===== src/hw/rtl/wsfd_pkg.sv =====
package wsfd_pkg;

    typedef enum logic [2:0] {
        PH_HDR0    = 3'd0,
        PH_HDR1    = 3'd1,
        PH_EXTLEN  = 3'd2,
        PH_MASKKEY = 3'd3,
        PH_PAYLOAD = 3'd4
    } t_phase;

    localparam logic [7:0] MASK_FLAG = 8'h80;
    localparam logic [6:0] LEN_FIELD = 7'h7F;
    localparam logic [6:0] LEN_16    = 7'd126;
    localparam logic [6:0] LEN_64    = 7'd127;

    localparam logic [3:0] EXT16_BYTES = 4'd2;
    localparam logic [3:0] EXT64_BYTES = 4'd8;
    localparam logic [2:0] KEY_BYTES   = 3'd4;

    typedef struct packed {
        logic [7:0] payload_byte;
        logic       frame_end;
    } t_res;

endpackage


===== src/hw/rtl/wsfd_if.sv =====
interface wsfd_in_if;
    logic       valid;
    logic       ready;
    logic [7:0] in_byte;

    modport source (output valid, output in_byte, input ready);
    modport sink   (input valid, input in_byte, output ready);
endinterface

interface wsfd_out_if;
    logic       valid;
    logic       ready;
    logic [7:0] payload_byte;
    logic       frame_end;

    modport source (output valid, output payload_byte, output frame_end, input ready);
    modport sink   (input valid, input payload_byte, input frame_end, output ready);
endinterface


===== src/hw/rtl/wsfd_in_stage.sv =====
module wsfd_in_stage
    import wsfd_pkg::*;
(
    input  logic        i_clk,
    input  logic        i_rst_n,
    wsfd_in_if.sink     i_in,
    input  logic        i_take,
    output logic        o_valid,
    output logic [7:0]  o_byte
);

    logic       r_valid;
    logic [7:0] r_byte;

    assign i_in.ready = !r_valid || i_take;
    assign o_valid    = r_valid;
    assign o_byte     = r_byte;

    always_ff @(posedge i_clk) begin
        if (!i_rst_n) begin
            r_valid <= 1'b0;
        end else if (i_in.valid && i_in.ready) begin
            r_valid <= 1'b1;
        end else if (i_take) begin
            r_valid <= 1'b0;
        end
    end

    always_ff @(posedge i_clk) begin
        if (i_in.valid && i_in.ready) begin
            r_byte <= i_in.in_byte;
        end
    end

endmodule


===== src/hw/rtl/wsfd_parser.sv =====
module wsfd_parser
    import wsfd_pkg::*;
(
    input  logic        i_clk,
    input  logic        i_rst_n,
    input  logic        i_valid,
    input  logic [7:0]  i_byte,
    input  logic        i_out_free,
    output logic        o_take,
    output logic        o_res_valid,
    output t_res        o_res
);

    t_phase      r_phase, n_phase;
    logic [3:0]  r_ext_left, n_ext_left;
    logic        r_masked, n_masked;
    logic [63:0] r_remaining, n_remaining;
    logic [31:0] r_key, n_key;
    logic [2:0]  r_key_left, n_key_left;
    logic [1:0]  r_pos, n_pos;

    logic        emits;
    logic        last;
    logic [6:0]  len;
    logic [1:0]  key_idx;
    logic [7:0]  key_byte;

    assign emits       = (r_phase == PH_PAYLOAD);
    assign o_take      = i_valid && (!emits || i_out_free);
    assign o_res_valid = o_take && emits;
    assign len         = i_byte[6:0] & LEN_FIELD;
    // remaining is never zero in the payload phase, so one left means last
    assign last        = (r_remaining <= 64'd1);
    assign key_idx     = 2'd3 - r_pos;
    assign key_byte    = r_key[{key_idx, 3'b000} +: 8];

    assign o_res.payload_byte = r_masked ? (i_byte ^ key_byte) : i_byte;
    assign o_res.frame_end    = last;

    always_comb begin
        n_phase     = r_phase;
        n_ext_left  = r_ext_left;
        n_masked    = r_masked;
        n_remaining = r_remaining;
        n_key       = r_key;
        n_key_left  = r_key_left;
        n_pos       = r_pos;
        case (r_phase)
            PH_HDR1: begin
                n_masked = (i_byte & MASK_FLAG) != 8'h00;
                if (len == LEN_16 || len == LEN_64) begin
                    n_remaining = '0;
                    n_ext_left  = (len == LEN_16) ? EXT16_BYTES : EXT64_BYTES;
                    n_phase     = PH_EXTLEN;
                end else begin
                    n_remaining = {57'd0, len};
                    if (n_masked) begin
                        n_key      = '0;
                        n_key_left = KEY_BYTES;
                        n_phase    = PH_MASKKEY;
                    end else begin
                        n_pos   = 2'd0;
                        n_phase = (len == 7'd0) ? PH_HDR0 : PH_PAYLOAD;
                    end
                end
            end
            PH_EXTLEN: begin
                n_remaining = {r_remaining[55:0], i_byte};
                if (r_ext_left != 4'd0) begin
                    n_ext_left = r_ext_left - 4'd1;
                end
                if (n_ext_left == 4'd0) begin
                    if (r_masked) begin
                        n_key      = '0;
                        n_key_left = KEY_BYTES;
                        n_phase    = PH_MASKKEY;
                    end else begin
                        n_pos   = 2'd0;
                        n_phase = (n_remaining == '0) ? PH_HDR0 : PH_PAYLOAD;
                    end
                end
            end
            PH_MASKKEY: begin
                n_key = {r_key[23:0], i_byte};
                if (r_key_left != 3'd0) begin
                    n_key_left = r_key_left - 3'd1;
                end
                if (n_key_left == 3'd0) begin
                    n_pos   = 2'd0;
                    n_phase = (r_remaining == '0) ? PH_HDR0 : PH_PAYLOAD;
                end
            end
            PH_PAYLOAD: begin
                if (r_remaining != '0) begin
                    n_remaining = r_remaining - 64'd1;
                end
                n_pos = r_pos + 2'd1;
                if (last) begin
                    n_pos   = 2'd0;
                    n_phase = PH_HDR0;
                end
            end
            default: begin
                n_phase = PH_HDR1;
            end
        endcase
    end

    always_ff @(posedge i_clk) begin
        if (!i_rst_n) begin
            r_phase     <= PH_HDR0;
            r_ext_left  <= '0;
            r_masked    <= 1'b0;
            r_remaining <= '0;
            r_key       <= '0;
            r_key_left  <= '0;
            r_pos       <= '0;
        end else if (o_take) begin
            r_phase     <= n_phase;
            r_ext_left  <= n_ext_left;
            r_masked    <= n_masked;
            r_remaining <= n_remaining;
            r_key       <= n_key;
            r_key_left  <= n_key_left;
            r_pos       <= n_pos;
        end
    end

    a_payload_nonzero: assert property (@(posedge i_clk) disable iff (!i_rst_n)
        r_phase == PH_PAYLOAD |-> r_remaining != '0)
        else $error("payload phase with nothing left to emit");

    a_result_has_room: assert property (@(posedge i_clk) disable iff (!i_rst_n)
        o_res_valid |-> i_out_free)
        else $error("result produced with output register full");

    a_end_returns_hdr: assert property (@(posedge i_clk) disable iff (!i_rst_n)
        o_res_valid && o_res.frame_end |=> r_phase == PH_HDR0)
        else $error("frame end did not return to header parsing");

    a_extlen_count: assert property (@(posedge i_clk) disable iff (!i_rst_n)
        r_phase == PH_EXTLEN |-> r_ext_left != 4'd0)
        else $error("extended length phase with no bytes left");

endmodule


===== src/hw/rtl/wsfd_out_stage.sv =====
module wsfd_out_stage
    import wsfd_pkg::*;
(
    input  logic        i_clk,
    input  logic        i_rst_n,
    input  logic        i_load,
    input  t_res        i_res,
    output logic        o_free,
    wsfd_out_if.source  o_out
);

    logic r_valid;
    t_res r_res;

    assign o_free             = !r_valid || o_out.ready;
    assign o_out.valid        = r_valid;
    assign o_out.payload_byte = r_res.payload_byte;
    assign o_out.frame_end    = r_res.frame_end;

    always_ff @(posedge i_clk) begin
        if (!i_rst_n) begin
            r_valid <= 1'b0;
        end else if (i_load) begin
            r_valid <= 1'b1;
        end else if (o_out.ready) begin
            r_valid <= 1'b0;
        end
    end

    // hold the beat until the sink takes it
    always_ff @(posedge i_clk) begin
        if (i_load) begin
            r_res <= i_res;
        end
    end

endmodule


===== src/hw/rtl/websocket_frame_decoder.sv =====
// WebSocket frame decoder.
// Input channel i_in carries one received byte per beat (in_byte). Output
// channel o_out carries one unmasked payload byte per beat, with frame_end
// set on the last payload byte of each frame. Header bytes, extended length
// bytes and masking key bytes produce no output beat; zero-length frames
// produce nothing.
// Each accepted byte is held in an input register, parsed against the frame
// state and its payload byte written to the output register. One byte is
// taken every cycle while the output register is free; the 64-bit
// length decrement and compare sit in the single parse step between
// the two registers.
// Reset (synchronous, active low) empties both registers and returns the
// parser to expecting the first header byte of a frame.
// When the receiver stalls, the output beat is held; the parser keeps
// consuming header, length and key bytes, and the input register fills,
// after which i_in ready drops until the output register drains.
module websocket_frame_decoder
    import wsfd_pkg::*;
(
    input  logic        i_clk,
    input  logic        i_rst_n,
    wsfd_in_if.sink     i_in,
    wsfd_out_if.source  o_out
);

    logic       stg_valid;
    logic [7:0] stg_byte;
    logic       take;
    logic       res_valid;
    logic       out_free;
    t_res       res;

    wsfd_in_stage u_in_stage (
        .i_clk   (i_clk),
        .i_rst_n (i_rst_n),
        .i_in    (i_in),
        .i_take  (take),
        .o_valid (stg_valid),
        .o_byte  (stg_byte)
    );

    wsfd_parser u_parser (
        .i_clk       (i_clk),
        .i_rst_n     (i_rst_n),
        .i_valid     (stg_valid),
        .i_byte      (stg_byte),
        .i_out_free  (out_free),
        .o_take      (take),
        .o_res_valid (res_valid),
        .o_res       (res)
    );

    wsfd_out_stage u_out_stage (
        .i_clk   (i_clk),
        .i_rst_n (i_rst_n),
        .i_load  (res_valid),
        .i_res   (res),
        .o_free  (out_free),
        .o_out   (o_out)
    );

endmodule


===== src/flat_wrapper.sv =====
// flat-port wrapper written by rule: the top's interface ports become plain ports
module websocket_frame_decoder_flat import wsfd_pkg::*;
  (i_clk, i_rst_n, i_in_valid, i_in_in_byte, i_in_ready, o_out_valid, o_out_payload_byte, o_out_frame_end, o_out_ready);
  wsfd_in_if i_in_i ();
  wsfd_out_if o_out_i ();
  input  logic i_clk;
  input  logic i_rst_n;
  input wire logic [$bits(i_in_i.valid)-1:0] i_in_valid;
  input wire logic [$bits(i_in_i.in_byte)-1:0] i_in_in_byte;
  output wire logic [$bits(i_in_i.ready)-1:0] i_in_ready;
  output wire logic [$bits(o_out_i.valid)-1:0] o_out_valid;
  output wire logic [$bits(o_out_i.payload_byte)-1:0] o_out_payload_byte;
  output wire logic [$bits(o_out_i.frame_end)-1:0] o_out_frame_end;
  input wire logic [$bits(o_out_i.ready)-1:0] o_out_ready;
  assign i_in_i.valid = i_in_valid;
  assign i_in_i.in_byte = i_in_in_byte;
  assign i_in_ready = i_in_i.ready;
  assign o_out_valid = o_out_i.valid;
  assign o_out_payload_byte = o_out_i.payload_byte;
  assign o_out_frame_end = o_out_i.frame_end;
  assign o_out_i.ready = o_out_ready;
  websocket_frame_decoder u_core (.i_clk(i_clk), .i_rst_n(i_rst_n), .i_in(i_in_i), .o_out(o_out_i));
endmodule

===== config.mk =====
export PLATFORM = sky130hd
export DESIGN_NAME = websocket_frame_decoder_flat
export DESIGN_NICKNAME = d
export VERILOG_FILES = /design/src/hw/rtl/wsfd_pkg.sv /design/src/hw/rtl/wsfd_if.sv /design/src/hw/rtl/wsfd_in_stage.sv /design/src/hw/rtl/wsfd_parser.sv /design/src/hw/rtl/wsfd_out_stage.sv /design/src/hw/rtl/websocket_frame_decoder.sv /design/src/flat_wrapper.sv
export SDC_FILE = /design/constraint.sdc
export NUM_CORES = 1
export LEC_CHECK = 0
export ABC_AREA = 1
export ABC_CLOCK_PERIOD_IN_PS = 2000
export BUFFER_PORTS_ARGS = -buffer_cell sky130_fd_sc_hd__buf_2
export CAP_MARGIN = 20
export CORE_UTILIZATION = 55
export DETAILED_ROUTE_END_ITERATION = 12
export PLACE_DENSITY = 0.73
export SKIP_LAST_GASP = 1
export SYNTH_ARGS = -nofsm -noshare
export SYNTH_HDL_FRONTEND = slang
export SYNTH_HIERARCHICAL = 1
export SYNTH_SLANG_ARGS = --single-unit

===== constraint.sdc =====
create_clock -name i_clk -period 2 [get_ports i_clk]
set_clock_uncertainty 0.1 [all_clocks]
set_input_delay 0.2 -clock i_clk [delete_from_list [all_inputs] [get_ports i_clk]]
set_output_delay 0.2 -clock i_clk [all_outputs]
set_load 0.1 [all_outputs]

# Yosys cells after proc, flatten, opt, wreduce, memory -nomap -nowiden

Index checks and enable logic that the tools add are counted.

$add $sub $neg: 5
Magnitude comparators: 1
Equal/unequal tests: 16
Shifts and indexed selects: 1
Mux-type cells: 42
Bitwise logic cells: 1
Reductions and logical operators: 30

Operators by type and width:

| operator                | number |
|---|---|
| $pmux W64 S3            | 1 |
| $logic_not A64 Y1       | 2 |
| $mux W32                | 4 |
| $pmux W32 S3            | 1 |
| $le A64 B1 Y1 const B   | 1 |
| $mux W64                | 1 |
| $reduce_bool A64 Y1     | 1 |
| $sub A64 B1 Y64 const B | 1 |
| $mux W3                 | 15 |
| $shiftx A32 B6 Y8       | 1 |
| $mux W4                 | 4 |
| $eq A7 B7 Y1 const B    | 2 |
| $ne A2 B2 Y1 const B    | 7 |
| $mux W2                 | 6 |
| $pmux W3 S4             | 1 |
| $pmux W3 S3             | 1 |
| $reduce_bool A3 Y1      | 3 |
| $mux W8                 | 1 |
| $pmux W2 S4             | 1 |
| $pmux W4 S2             | 1 |
| $reduce_bool A4 Y1      | 2 |
| $xor A8 B8 Y8           | 1 |
| $logic_not A7 Y1        | 1 |
| $mux W7                 | 1 |
| other kinds (20)        | 36 |

Flip-flop bits (word level): 128
Input bits: 12
Output and inout bits: 11

# Longest topological paths before layout

Depth after elaboration: 7
Depth in mapped cells: 14
Gate-level depth less buffers: 14

# By module

The synthesis kept the hierarchy.

Modules (own cells, without submodules):

| module         | instances | cells each | area an instance (um^2) |
|---|---|---|---|
| wsfd_parser    | 1         | 1374       | 7623.6 |
| wsfd_out_stage | 1         | 15         | 316.6 |
| wsfd_in_stage  | 1         | 15         | 291.5 |

# Least setup slack after synthesis

No wires, ideal clock.

Kind: reg-to-reg
From: reg u_core.u_out_stage.r_valid, in the netlist u_core/u_out_stage/o_out.valid
To: reg u_core.u_parser.r_key[7]
Setup time: 0.132 ns
Data arrival time: 2.153 ns
Required time: 1.768 ns
Setup slack: -0.385 ns
Stages on the path, launching flop included: 12
Buffers on the path: 1
Period minus slack after synthesis: 2.385 ns
Cells stage by stage: dfxtp_1 nand2_2 nand3b_1 nand2_1 clkinv_1 nand3_1 nor2_1 nand2_1 inv_2 buf_2 nand3_1 a21oi_1

Cells in the longest elaborated chain, start to end: 5

RTL lines:

| element                            | line                          | text |
|---|---|---|
| from (decl)                        | wsfd_out_stage.sv:12          | `logic r_valid;` |
| from (signal assigned)             | wsfd_out_stage.sv:22          | `r_valid <= 1'b0;` |
| from (signal assigned)             | wsfd_out_stage.sv:24          | `r_valid <= 1'b1;` |
| from (signal assigned)             | wsfd_out_stage.sv:26          | `r_valid <= 1'b0;` |
| $logic_not A1 Y1                   | wsfd_out_stage.sv:15          | `assign o_free = !r_valid \|\| o_out.ready;` |
| $logic_or A1 B1 Y1                 | wsfd_out_stage.sv:15          |  |
| net u_core.out_free                | websocket_frame_decoder.sv:30 | `logic out_free;` |
| $logic_or A1 B1 Y1                 | wsfd_parser.sv:29             | `assign o_take = i_valid && (!emits \|\| i_out_free);` |
| $logic_and A1 B1 Y1                | wsfd_parser.sv:29             |  |
| net u_core.take                    | websocket_frame_decoder.sv:28 | `logic take;` |
| $reduce_and A6 Y1 (no source line) | -                             |  |
| to (signal assigned)               | wsfd_parser.sv:123            | `r_key <= n_key;` |
| to (decl)                          | wsfd_parser.sv:18             | `logic [31:0] r_key, n_key;` |

The timed path passes the listed nets, and every way through them passes these cells.
A chain may end at the register's enable or synchronous reset.

# Worst setup path in the final report

From: reg u_core.u_parser.r_phase[1]
To: reg u_core.u_parser.r_remaining[35]

Cells in the longest elaborated chain, start to end: 5

RTL lines:

| element                            | line                                 | text |
|---|---|---|
| from (decl)                        | wsfd_parser.sv:14                    | `t_phase r_phase, n_phase;` |
| from (signal assigned)             | wsfd_parser.sv:119                   | `r_phase <= n_phase;` |
| $eq A3 B3 Y1                       | wsfd_parser.sv:28, wsfd_parser.sv:48 |  |
| $logic_not A1 Y1                   | wsfd_parser.sv:29                    |  |
| $logic_or A1 B1 Y1                 | wsfd_parser.sv:29                    |  |
| $logic_and A1 B1 Y1                | wsfd_parser.sv:29                    |  |
| $reduce_and A3 Y1 (no source line) | -                                    |  |
| to (signal assigned)               | wsfd_parser.sv:122                   | `r_remaining <= n_remaining;` |
| to (decl)                          | wsfd_parser.sv:17                    | `logic [63:0] r_remaining, n_remaining;` |

Several ways; a longest one is shown, not always the timed one.

==> results.json <==
{
  "crit_chain": "inv_2, nor3_4, inv_2, nand2_2, inv_2, nand2_2, nand3_4, inv_6, buf_6, nand2_1, nor2_1, nor2_1",
  "dp.cells": 1678,
  "final_nets": 1556,
  "fin_crit_ns": 1.986,
  "status": "completed",
  "cp_max_fo": 9,
  "reg2regPathDepth": 12,
  "syn-num-nets": 1422,
  "clkTransAtPathRegs_ns": 0.06,
  "rrSetupSlack_ns": 0.01,
  "topRoutingLayerUsed": "met4",
  "insertion_delay_ns": 0.43,
  "cp-start-kind": "flop",
  "finalCritPeriodShare_pct": 99.31,
  "cp.arrival_ns": 2.21,
  "cts.sinks": 128,
  "crit_buf_inv": 5,
  "yosys.cell_types.count": 36,
  "dpl_cell_area_mm2": 0.009350,
  "layout_commonest_cell": "nand2_1",
  "synthArstFlopShare_pct": 0,
  "hold_viol_final": 0,
  "ant_nets": 0,
  "fillers": 1205,
  "synth_warnings": 6,
  "post_drt_wl_per_cell_um": 15.89,
  "finalSetupViolations": 0,
  "end_kind": "flop",
  "multi_input_area_mm2": 0.005095,
  "grt_overflow": 0,
  "synthMuxAreaShare_pct": 0,
  "pin_count": 23,
  "syn_area_mm2": 0.008232,
  "die_h_um": 124.3,
  "holdPathEnd": "u_core/u_out_stage/o_out.valid",
  "antenna_found_initial": 0,
  "vias": 9615,
  "whs_path_depth": 3,
  "layout_common_cells": "nand2_1 (414), nor2_1 (239), inv_1 (123)",
  "slowest_stage": "dfxtp_4",
  "max_stage_delay_ns": 0.37,
  "cp_top_family": "simple AND/OR/NAND/NOR gates",
  "syn_to_final_growth_pct": 29.50,
  "drt_iter0_drc": 1296,
  "required_ns": 2.22,
  "drc": 0,
  "synth_top_family_by_area": "simple AND/OR/NAND/NOR gates",
  "rows": 44,
  "drive_gt1_share_pct": 21.08,
  "grt_pass1_wl_mm": 42.14,
  "met2_length_mm": 12.30,
  "drt_first_pass_iters": 6,
  "htreeDepth": 4,
  "viasPerCell": 5.542,
  "numCtsBuffers": 17,
  "synth_cells": 1404,
  "core_mm2": 0.01459,
  "fin_cells": 1735,
  "m1WireLength_mm": 11.60,
  "synthXorXnorAreaFrac_pct": 2.447,
  "yosysSeqAreaShare_pct": 33.20,
  "cts_tree": "built",
  "cp_common_cell": "inv_2",
  "grt_start_max_net_pins": 50,
  "port_buffers": 22,
  "max_cap_violations": 0,
  "dieArea_mm2": 0.01546,
  "wirelength_mm": 27.57,
  "clockRootBuffer": "clkbuf_16",
  "start_util_pct": 56.42,
  "die_w_um": 124.3,
  "synth_flop_cell": "dfxtp_1",
  "hold_path_class": "in2reg",
  "slew_headroom_pct": 65.78,
  "synth_edf_count": 17,
  "grt_pass1_vias": 8501,
  "synth_fa_ha_area_share_pct": 0.9120,
  "rsz0062_at_grt": "true",
  "fmax_mhz": 503.5,
  "r2r_end": "u_core/u_parser/r_remaining[35]",
  "crit_type": "reg2reg",
  "grt_usage_pct": 33.91,
  "routed-wl-met3_mm": 2.857,
  "ys_seq_elements": 128,
  "p_leak_nw": 4.880,
  "rr_startpoint": "u_core/u_parser/r_phase[1]",
  "min_from": "i_rst_n",
  "gp_congestion": 0.9507,
  "tightest_slew_ns": 0.5128,
  "synthSimpleGateAreaFrac_pct": 40.98,
  "n_antenna_cell": 0,
  "power.density_mw_per_mm2": 794.4,
  "drv_slew": 0,
  "ff_latch_area_mm2": 0.002754,
  "final_area_mm2": 0.01066,
  "dpl.hpwl_mm": 18.03,
  "cts_buffer_depth": 2,
  "syn_area_per_cell_um2": 5.863,
  "synth_compound_area_share_pct": 13.03,
  "ir_worst_vdd_mv": 0.6867
}
-- synth_stat cells (all sizes together), types with 4 or more instances --
library cell / instances / area share, %
nand2: 438 / 20
nor2: 302 / 14
inv: 135 / 6.2
a21oi: 112 / 6.9
dfxtp: 111 / 27
nand3: 85 / 5.3
o21ai: 74 / 4.5
clkbuf: 33 / 1.5
buf: 23 / 1.6
xor2: 23 / 2.4
edfxtp: 17 / 6.2
nor3: 14 / 0.99
o22ai: 8 / 0.61
ha: 6 / 0.91
nand4: 4 / 0.30
-- cell families (layout without fill, tap and decap cells) --
group | count (synthesis) | after routing
fa+ha+maj | 6 | 6
flops | 128 | 128
simple gates | 848 | 848
xor+xnor | 23 | 23
compound gates | 205 | 205
buf+inv | 194 | 341
-- worst max path at each step --
stage                                                 end  slack (ns)  cells after the start                            start
after floorplan           u_core/u_parser/r_remaining[28]       0.003                     13   u_core/u_parser/r_remaining[0]
after global placement    u_core/u_parser/r_remaining[26]       -0.05                     10  u_core/u_parser/r_remaining[52]
after detailed placement  u_core/u_parser/r_remaining[33]       -0.06                     11  u_core/u_parser/r_remaining[52]
after CTS                                      i_in_ready       -0.02                      8       u_core/u_parser/r_phase[0]
after global routing      u_core/u_parser/r_remaining[39]       -0.08                     12  u_core/u_parser/r_remaining[21]
final                     u_core/u_parser/r_remaining[35]        0.01                     12       u_core/u_parser/r_phase[1]
-- timing repair --
| action | in CTS | in global routing |
|---|---|---|
| hold buffers | 10 | 0 |
| resized for setup | 13 | 143 |
| cloned | 1 | 5 |
| pin swaps | 2 | 17 |
| setup endpoints to repair | 66 | 106 |
| buffers inserted | 2 | 8 |
| hold endpoints to repair | 10 | 0 |
-- worst register-to-register path, cell delays in order (launching register included) --
cell     delay, ns
dfxtp_4       0.37
inv_2         0.06
nor3_4        0.29
inv_2         0.08
nand2_2       0.07
inv_2         0.05
nand2_2       0.07
nand3_4       0.22
inv_6         0.17
buf_6         0.17
nand2_1       0.07
nor2_1        0.11
nor2_1        0.06
-- registers in the layout, indices dropped and copies added, names as in the netlist, 2 cells and up --
| register | count |
|---|---|
| u_core/u_parser/r_remaining | 64 |
| u_core/u_parser/r_key | 32 |
| u_core/u_out_stage/o_out.payload_byte | 8 |
| u_core/u_parser/r_phase | 3 |
| u_core/u_parser/r_key_left | 3 |
| u_core/u_in_stage/o_byte | 8 |
| u_core/u_parser/r_ext_left | 4 |
| u_core/u_parser/r_pos | 2 |
-- routing by layer --
metal | vias up | global-route usage (%)
li1 | 4696 | -
met1 | 4313 | 45.71
met2 | 520 | 52.13
met3 | 86 | 8.033
met4 | 0 | 13.47
met5 | - | 0
-- per-stage QoR --
stage               hold slack [ns]  power [W]  setup slack [ns]  util (%)   TNS, ns
floorplan                    0.1989   0.004319          0.003009         -         0
CTS                          0.1115   0.008101          -0.01510     69.16  -0.02293
global route                 0.1487   0.008853          -0.07742     73.07    -1.972
global placement             0.2768   0.005116          -0.05346     64.09  -0.05346
finish                       0.1160   0.008468           0.01372     73.07         0
detailed placement           0.2787   0.005143          -0.06438     64.09    -1.485
-- where the power goes --
part           total, W  internal, W  switching [W]
sequential      0.00279      0.00270      0.0000863
clock           0.00292      0.00162        0.00129
combinational   0.00276      0.00105        0.00172
-- area by class of cell --
| type | count | share of cell area, % |
|---|---|---|
| Timing Repair Buffer | 171 | 14.12 |
| Multi-Input combinational cell | 1082 | 47.79 |
| Tap cell | 184 | 2.160 |
| Sequential cell | 128 | 25.83 |
| Clock inverter | 14 | 1.138 |
| Inverter | 138 | 4.930 |
| Clock buffer | 18 | 4.026 |
Note: power is estimated with default switching activity, not from simulation.
